`src/rtl/core/assert_macros.svh`:
```
// assertion helpers shared by the rtl of the dilation block
// no dependencies; define ASSERT_OFF to compile the checks away
`ifndef ASSERT_MACROS_SVH
`define ASSERT_MACROS_SVH
`ifndef ASSERT_OFF
`define ASSERT_ALWAYS(label, clk, rst_n, expr, msg) \
    label: assert property (@(posedge clk) disable iff (!rst_n) (expr)) else $error(msg);
`define ASSERT_IMPLIES(label, clk, rst_n, ante, cons, msg) \
    label: assert property (@(posedge clk) disable iff (!rst_n) (ante) |-> (cons)) else $error(msg);
`define ASSERT_NEXT(label, clk, rst_n, ante, cons, msg) \
    label: assert property (@(posedge clk) disable iff (!rst_n) (ante) |=> (cons)) else $error(msg);
`else
`define ASSERT_ALWAYS(label, clk, rst_n, expr, msg)
`define ASSERT_IMPLIES(label, clk, rst_n, ante, cons, msg)
`define ASSERT_NEXT(label, clk, rst_n, ante, cons, msg)
`endif
`endif

```
`src/rtl/core/ogdd_pkg.sv`:
```
// shared types, constants and the disk span table of the dilation block
// no dependencies
package ogdd_pkg;

    localparam int MAX_WIDTH  = 256;
    localparam int MAX_HEIGHT = 256;
    localparam int MAX_RADIUS = 15;

    // field and register widths
    localparam int POS_W = 8;
    localparam int VAL_W = 8;
    localparam int OUT_W = 7;
    localparam int DIM_W = 9;
    localparam int RAD_W = 4;
    localparam int IDX_W = 2;

    // cell store addressing: row in the upper bits, column in the lower bits
    localparam int COL_AW = (MAX_WIDTH > 1) ? $clog2(MAX_WIDTH) : 1;
    localparam int ROW_AW = (MAX_HEIGHT > 1) ? $clog2(MAX_HEIGHT) : 1;
    localparam int ADDR_W = ROW_AW + COL_AW;
    localparam int STORE_DEPTH = 2 ** ADDR_W;

    // command queue between front and back
    localparam int QDEPTH = 2;
    localparam int QPTR_W = (QDEPTH > 1) ? $clog2(QDEPTH) : 1;
    localparam int QCNT_W = $clog2(QDEPTH + 1);

    // configuration register indexes
    localparam logic [IDX_W-1:0] CFG_MAP_WIDTH  = 2'd0;
    localparam logic [IDX_W-1:0] CFG_MAP_HEIGHT = 2'd1;
    localparam logic [IDX_W-1:0] CFG_RADIUS     = 2'd2;

    localparam logic [DIM_W-1:0] RST_MAP_WIDTH  = 9'd256;
    localparam logic [DIM_W-1:0] RST_MAP_HEIGHT = 9'd256;
    localparam logic [RAD_W-1:0] RST_RADIUS     = 4'd0;

    localparam logic REQ_LOAD = 1'b0;

    typedef enum logic [1:0] {
        CMD_LOAD,
        CMD_QUERY,
        CMD_OUTSIDE
    } t_cmd_kind;

    typedef struct packed {
        t_cmd_kind                kind;
        logic [POS_W-1:0]         row;
        logic [POS_W-1:0]         col;
        logic signed [VAL_W-1:0]  value;
    } t_cmd;

    // effective (clamped) map geometry
    typedef struct packed {
        logic [DIM_W-1:0] width;
        logic [DIM_W-1:0] height;
        logic [RAD_W-1:0] radius;
    } t_cfg;

    // half-span of the disk row at offset d: floor(sqrt(r*r - d*d))
    function automatic logic [RAD_W-1:0] span_lut(input logic [RAD_W-1:0] r,
                                                  input logic [RAD_W-1:0] d);
        int v;
        logic [RAD_W-1:0] n;
        v = int'(r) * int'(r) - int'(d) * int'(d);
        n = '0;
        for (int s = 1; s < 2 ** RAD_W; s++) begin
            if (s * s <= v) begin
                n = RAD_W'(s);
            end
        end
        return n;
    endfunction

endpackage

```
`src/rtl/core/ogdd_in_if.sv`:
```
// request channel of the dilation block: load or query one cell
// no dependencies
interface ogdd_in_if;
    logic              valid;
    logic              ready;
    logic              req_type;
    logic [7:0]        row;
    logic [7:0]        col;
    logic signed [7:0] cell_value;

    modport source (output valid, req_type, row, col, cell_value, input ready);
    modport sink   (input valid, req_type, row, col, cell_value, output ready);
endinterface

```
`src/rtl/core/ogdd_front.sv`:
```
// front of the dilation block: takes request words, classifies them
// against the map bounds and queues commands for the back; uses ogdd_pkg
module ogdd_front (
    input  logic          i_clk,
    input  logic          i_rst_n,
    ogdd_in_if.sink       i_req,
    input  ogdd_pkg::t_cfg i_cfg,
    output logic          o_cmd_valid,
    input  logic          i_cmd_ready,
    output ogdd_pkg::t_cmd o_cmd
);
    import ogdd_pkg::*;

    t_cmd              q_in;
    logic              in_map;
    logic              push;
    logic              pop;
    t_cmd              r_q [QDEPTH];
    logic [QPTR_W-1:0] r_wptr, n_wptr;
    logic [QPTR_W-1:0] r_rptr, n_rptr;
    logic [QCNT_W-1:0] r_cnt, n_cnt;

    assign in_map = ({1'b0, i_req.row} < i_cfg.height) && ({1'b0, i_req.col} < i_cfg.width);

    always_comb begin
        q_in.row   = i_req.row;
        q_in.col   = i_req.col;
        q_in.value = i_req.cell_value;
        priority if (i_req.req_type == REQ_LOAD) begin
            q_in.kind = CMD_LOAD;
        end else if (in_map) begin
            q_in.kind = CMD_QUERY;
        end else begin
            q_in.kind = CMD_OUTSIDE;
        end
    end

    assign i_req.ready = (r_cnt != QCNT_W'(QDEPTH));
    // loads outside the map are dropped here
    assign push = i_req.valid && i_req.ready && !((i_req.req_type == REQ_LOAD) && !in_map);
    assign o_cmd_valid = (r_cnt != '0);
    assign o_cmd = r_q[r_rptr];
    assign pop = o_cmd_valid && i_cmd_ready;

    always_comb begin
        n_wptr = r_wptr;
        n_rptr = r_rptr;
        n_cnt  = r_cnt;
        if (push) begin
            n_wptr = (r_wptr == QPTR_W'(QDEPTH - 1)) ? '0 : r_wptr + 1'b1;
        end
        if (pop) begin
            n_rptr = (r_rptr == QPTR_W'(QDEPTH - 1)) ? '0 : r_rptr + 1'b1;
        end
        if (push && !pop) begin
            n_cnt = r_cnt + 1'b1;
        end else if (pop && !push) begin
            n_cnt = r_cnt - 1'b1;
        end
    end

    always_ff @(posedge i_clk) begin
        if (!i_rst_n) begin
            r_wptr <= '0;
            r_rptr <= '0;
            r_cnt  <= '0;
        end else begin
            r_wptr <= n_wptr;
            r_rptr <= n_rptr;
            r_cnt  <= n_cnt;
        end
    end

    always_ff @(posedge i_clk) begin
        if (push) begin
            r_q[r_wptr] <= q_in;
        end
    end
endmodule

```
`src/flat_wrapper.sv`:
```
// flat-port wrapper written by rule: the top's interface ports become plain ports
module ogdd_front_flat import ogdd_pkg::*;
  (i_clk, i_rst_n, i_cfg, o_cmd_valid, i_cmd_ready, o_cmd, i_req_valid, i_req_req_type, i_req_row, i_req_col, i_req_cell_value, i_req_ready);
  ogdd_in_if i_req_i ();
  input  logic i_clk;
  input  logic i_rst_n;
  input  ogdd_pkg::t_cfg i_cfg;
  output logic o_cmd_valid;
  input  logic i_cmd_ready;
  output ogdd_pkg::t_cmd o_cmd;
  input wire logic [$bits(i_req_i.valid)-1:0] i_req_valid;
  input wire logic [$bits(i_req_i.req_type)-1:0] i_req_req_type;
  input wire logic [$bits(i_req_i.row)-1:0] i_req_row;
  input wire logic [$bits(i_req_i.col)-1:0] i_req_col;
  input wire logic [$bits(i_req_i.cell_value)-1:0] i_req_cell_value;
  output wire logic [$bits(i_req_i.ready)-1:0] i_req_ready;
  assign i_req_i.valid = i_req_valid;
  assign i_req_i.req_type = i_req_req_type;
  assign i_req_i.row = i_req_row;
  assign i_req_i.col = i_req_col;
  assign i_req_i.cell_value = i_req_cell_value;
  assign i_req_ready = i_req_i.ready;
  ogdd_front u_core (.i_clk(i_clk), .i_rst_n(i_rst_n), .i_req(i_req_i), .i_cfg(i_cfg), .o_cmd_valid(o_cmd_valid), .i_cmd_ready(i_cmd_ready), .o_cmd(o_cmd));
endmodule
```
`config.mk`:
```
export PLATFORM = sky130hd
export DESIGN_NAME = ogdd_front_flat
export DESIGN_NICKNAME = d
export VERILOG_FILES = /design/src/rtl/core/assert_macros.svh /design/src/rtl/core/ogdd_pkg.sv /design/src/rtl/core/ogdd_in_if.sv /design/src/rtl/core/ogdd_front.sv /design/src/flat_wrapper.sv
export SDC_FILE = /design/constraint.sdc
export NUM_CORES = 1
export LEC_CHECK = 0
export BUFFER_PORTS_ARGS = -buffer_cell sky130_fd_sc_hd__buf_2
export CORE_UTILIZATION = 35
export CTS_CLUSTER_SIZE = 10
export DETAILED_ROUTE_END_ITERATION = 8
export SLEW_MARGIN = 20
export SYNTH_ARGS = -nofsm -noshare
export SYNTH_HDL_FRONTEND = slang
export SYNTH_SLANG_ARGS = --single-unit
```
`constraint.sdc`:
```
create_clock -name i_clk -period 2.3 [get_ports i_clk]
set_input_delay 0.23 -clock i_clk [delete_from_list [all_inputs] [get_ports i_clk]]
set_output_delay 0.23 -clock i_clk [all_outputs]
set_load 0.05 [all_outputs]
```
==> flow_summary.ini <==
[run_status]
outcome = finished, final reports clean

[setup_path]
critical-path-top-delay-family = simple AND/OR/NAND/NOR gates
slowest_delay_ps = 300
crit_chain = buf_2, ha_1, and4b_1, nand4_1, nand2_1, nor2_2, o21a_1, ha_1, xor2_1, or3_1, a21boi_0
cp-end-kind = flip-flop
cp_max_fo = 3
crit_type = primary input to flip-flop
cp.arrival_ps = 2160
crit_slowest_cell = ha_1
cp-start-kind = primary input
crit_top_cell = ha_1
critPathBufInv = 1
required_ps = 2560

[logic_synthesis]
synth_common_cells = 52 x edfxtp_1, 26 x mux2_2, 15 x ha_1, 15 x inv_1, 6 x and2_1
synth_cell_types = 35
ys_top_cells_by_area = edfxtp_1 61%, mux2_2 11%, ha_1 7.3%, dfxtp_1 3.9%, inv_1 2.2%
syn_nets = 234
synth_top_cell_area_share_pct = 60.8
syn_avg_cell_area_um2 = 15.3
yosysMostFrequentCell = edfxtp_1
netlist_instances = 168
yosysTopAreaCell = edfxtp_1
synth_flop_cell = edfxtp_1
synth.cell_area_um2 = 2570
synth_edf_count = 52
seq_area_frac_synth_pct = 64.7
yosys_warnings = 0
synthArstFlopShare_pct = 0
synth_seq_cells = 57

[timing]
finalSetupTns_ps = 0
finClkSkew_ps = 4.46
finalMaxSlewViolations = 0
post-route-period-util_pct = 82.7
worst_pin_slew_ps = 291
slew_headroom_pct = 80.6
fin_crit_ps = 1900
setup_viol = 0
whs_ps = 82.2
max_freq_mhz = 526
final-hold-violation-count = 0
rsz0062_at_grt = no

[grt]
grt_remaining_overflow = 0
grt_pass1_vias = 1548
antenna_found_initial = 0
grt_max_degree = 18
grt_usage_pct = 13.0
grt_pass1_wl_um = 7100

[placed_design]
placed_area_um2 = 3160
dp_cells = 344
globalplace.congestion = 0.677
hpwl_um = 3450
io_buffers = 74

[pwr]
pwr-share-comb_pct = 38.9
p_per_area_nw_per_um2 = 1100
internal_power_mw = 2.30
p_seq_share_pct = 37.2
p_sw_share_pct = 37.6
leakage_nw = 1.41
p_switching_mw = 1.38
peakVddDrop_mv = 0.368
clkPwrFrac_pct = 23.9

[layout]
drive_gt1_share_pct = 49.6
layout.cells.non_filler = 360
fillers = 646
fin_area_um2 = 3350
fin_nets = 325
final_core_util_pct = 48.2
syn_to_final_growth_pct = 30.4
diodes = 0

[floorplan]
ioPinCount = 79
fp.dieW_um = 87.7
rows = 30
coreArea_um2 = 6940
die_height_um = 87.7
die-area_um2 = 7680
initial_utilization_pct = 37.0

[drt]
avgViaCountPerCell = 4.49
dr.first_iter.drc_count = 44
wire_per_inst_um = 13.1
routed_wl_um = 4730
drt-pass1-iter-count = 4
drtAntennaViolNets = 0
num_vias = 1617
drc = 0

[clock_network]
cts_root_buffer = clkbuf_8
htreeDepth = 3
cts_hold_buf = 0
cts_tree = built
clk_pin_slew_ps = 70
cts_resized = 0
insertion_delay_ps = 330
clockBufferDepth = 2
cts_made_buffers = 9
clkSinkCount = 57
postCtsSetupRepairBufs = 0

[job]
cap_violations = 0

[worst_hold_path]
min_path_type = primary input to flip-flop
==> registers in the layout, indices dropped and copies added (netlist names), named ones only <==
register and cells:
u_core.r_cnt 2, u_core.r_rptr 1, u_core.r_wptr 1, u_core.r_q 52
==> final timing paths <==
check / startpoint / to / slack (ps) / depth (start not counted)
worst max register to register: u_core.r_cnt[0]$_SDFFE_PN0P_ / u_core.r_cnt[1]$_SDFFE_PN0P_ / 640 / 7
worst min-delay path: i_req_cell_value[4] / u_core.r_q[0][4]$_DFFE_PP_ / 80 / 1
worst min register to register: u_core.r_cnt[1]$_SDFFE_PN0P_ / u_core.r_cnt[1]$_SDFFE_PN0P_ / 550 / 2
worst max-delay path: i_req_row[7] / u_core.r_cnt[1]$_SDFFE_PN0P_ / 400 / 11
==> cells by family after synthesis <==
kind of cell | share of synthesized area (%)
AO/OA/AOI/OAI | 5.17
XOR/XNOR | 1.02
adder cells (fa/ha/maj) | 7.31
buffers and inverters | 2.78
flip-flops | 64.7
multiplexers | 11.4
AND/OR/NAND/NOR | 7.60
==> power groups by stage <==
| stage | registers [mW] | clock network (mW) | logic (mW) |
|---|---|---|---|
| CTS | 1.37 | 0.908 | 1.46 |
| global route | 1.38 | 0.942 | 1.53 |
| global placement | 1.38 | 0 | 1.44 |
| finish | 1.37 | 0.881 | 1.43 |
| floorplan | 1.38 | 0 | 1.07 |
| detailed placement | 1.39 | 0 | 1.45 |
==> stage by stage <==
| step | setup WS, ps | power (mW) |
|---|---|---|
| after detailed placement | 29.5 | 2.85 |
| after CTS | 375 | 3.74 |
| after global placement | 42.6 | 2.83 |
| after global routing | 216 | 3.85 |
| after floorplan | 133 | 2.45 |
| final | 398 | 3.68 |
==> area by class of cell <==
| cell class | instances | area, um^2 | share of cell area, % |
|---|---|---|---|
| Inverter | 15 | 56.3 | 1.68 |
| Sequential cell | 57 | 1660 | 49.6 |
| Clock buffer | 10 | 128 | 3.81 |
| Clock inverter | 6 | 58.8 | 1.76 |
| Tap cell | 96 | 120 | 3.59 |
| Multi-Input combinational cell | 93 | 835 | 24.9 |
| Timing Repair Buffer | 83 | 488 | 14.6 |
==> per-layer routing <==
layer | part of all wire (%) | up-vias | track usage [%]
li1 | - | 808 | -
met1 | 42 | 755 | 14.3
met2 | 52 | 45 | 21.9
met3 | 4.1 | 9 | 3.49
met4 | 1.9 | 0 | 9.09
met5 | 0 | - | 0
==> worst reg2reg max path, cell delays in order, from the launching register on <==
cell      delay, ps
dfxtp_1         340
nand2b_4        160
and2_1          190
o21a_1          110
ha_1            180
xor2_1          150
or3_1           300
a21boi_0        150
==> placed cells by master, fill, tap and decap left out, types with 4 or more instances in the layout <==
cell	instances
nand3_1	4
buf_12	4
buf_2	74
mux2_2	26
dfxtp_1	5
o21ai_0	4
nand2_1	5
and2_1	6
clkbuf_8	9
inv_1	15
a21oi_1	5
ha_1	15
edfxtp_1	52
buf_4	5
Power figures use the tool's default switching activity.
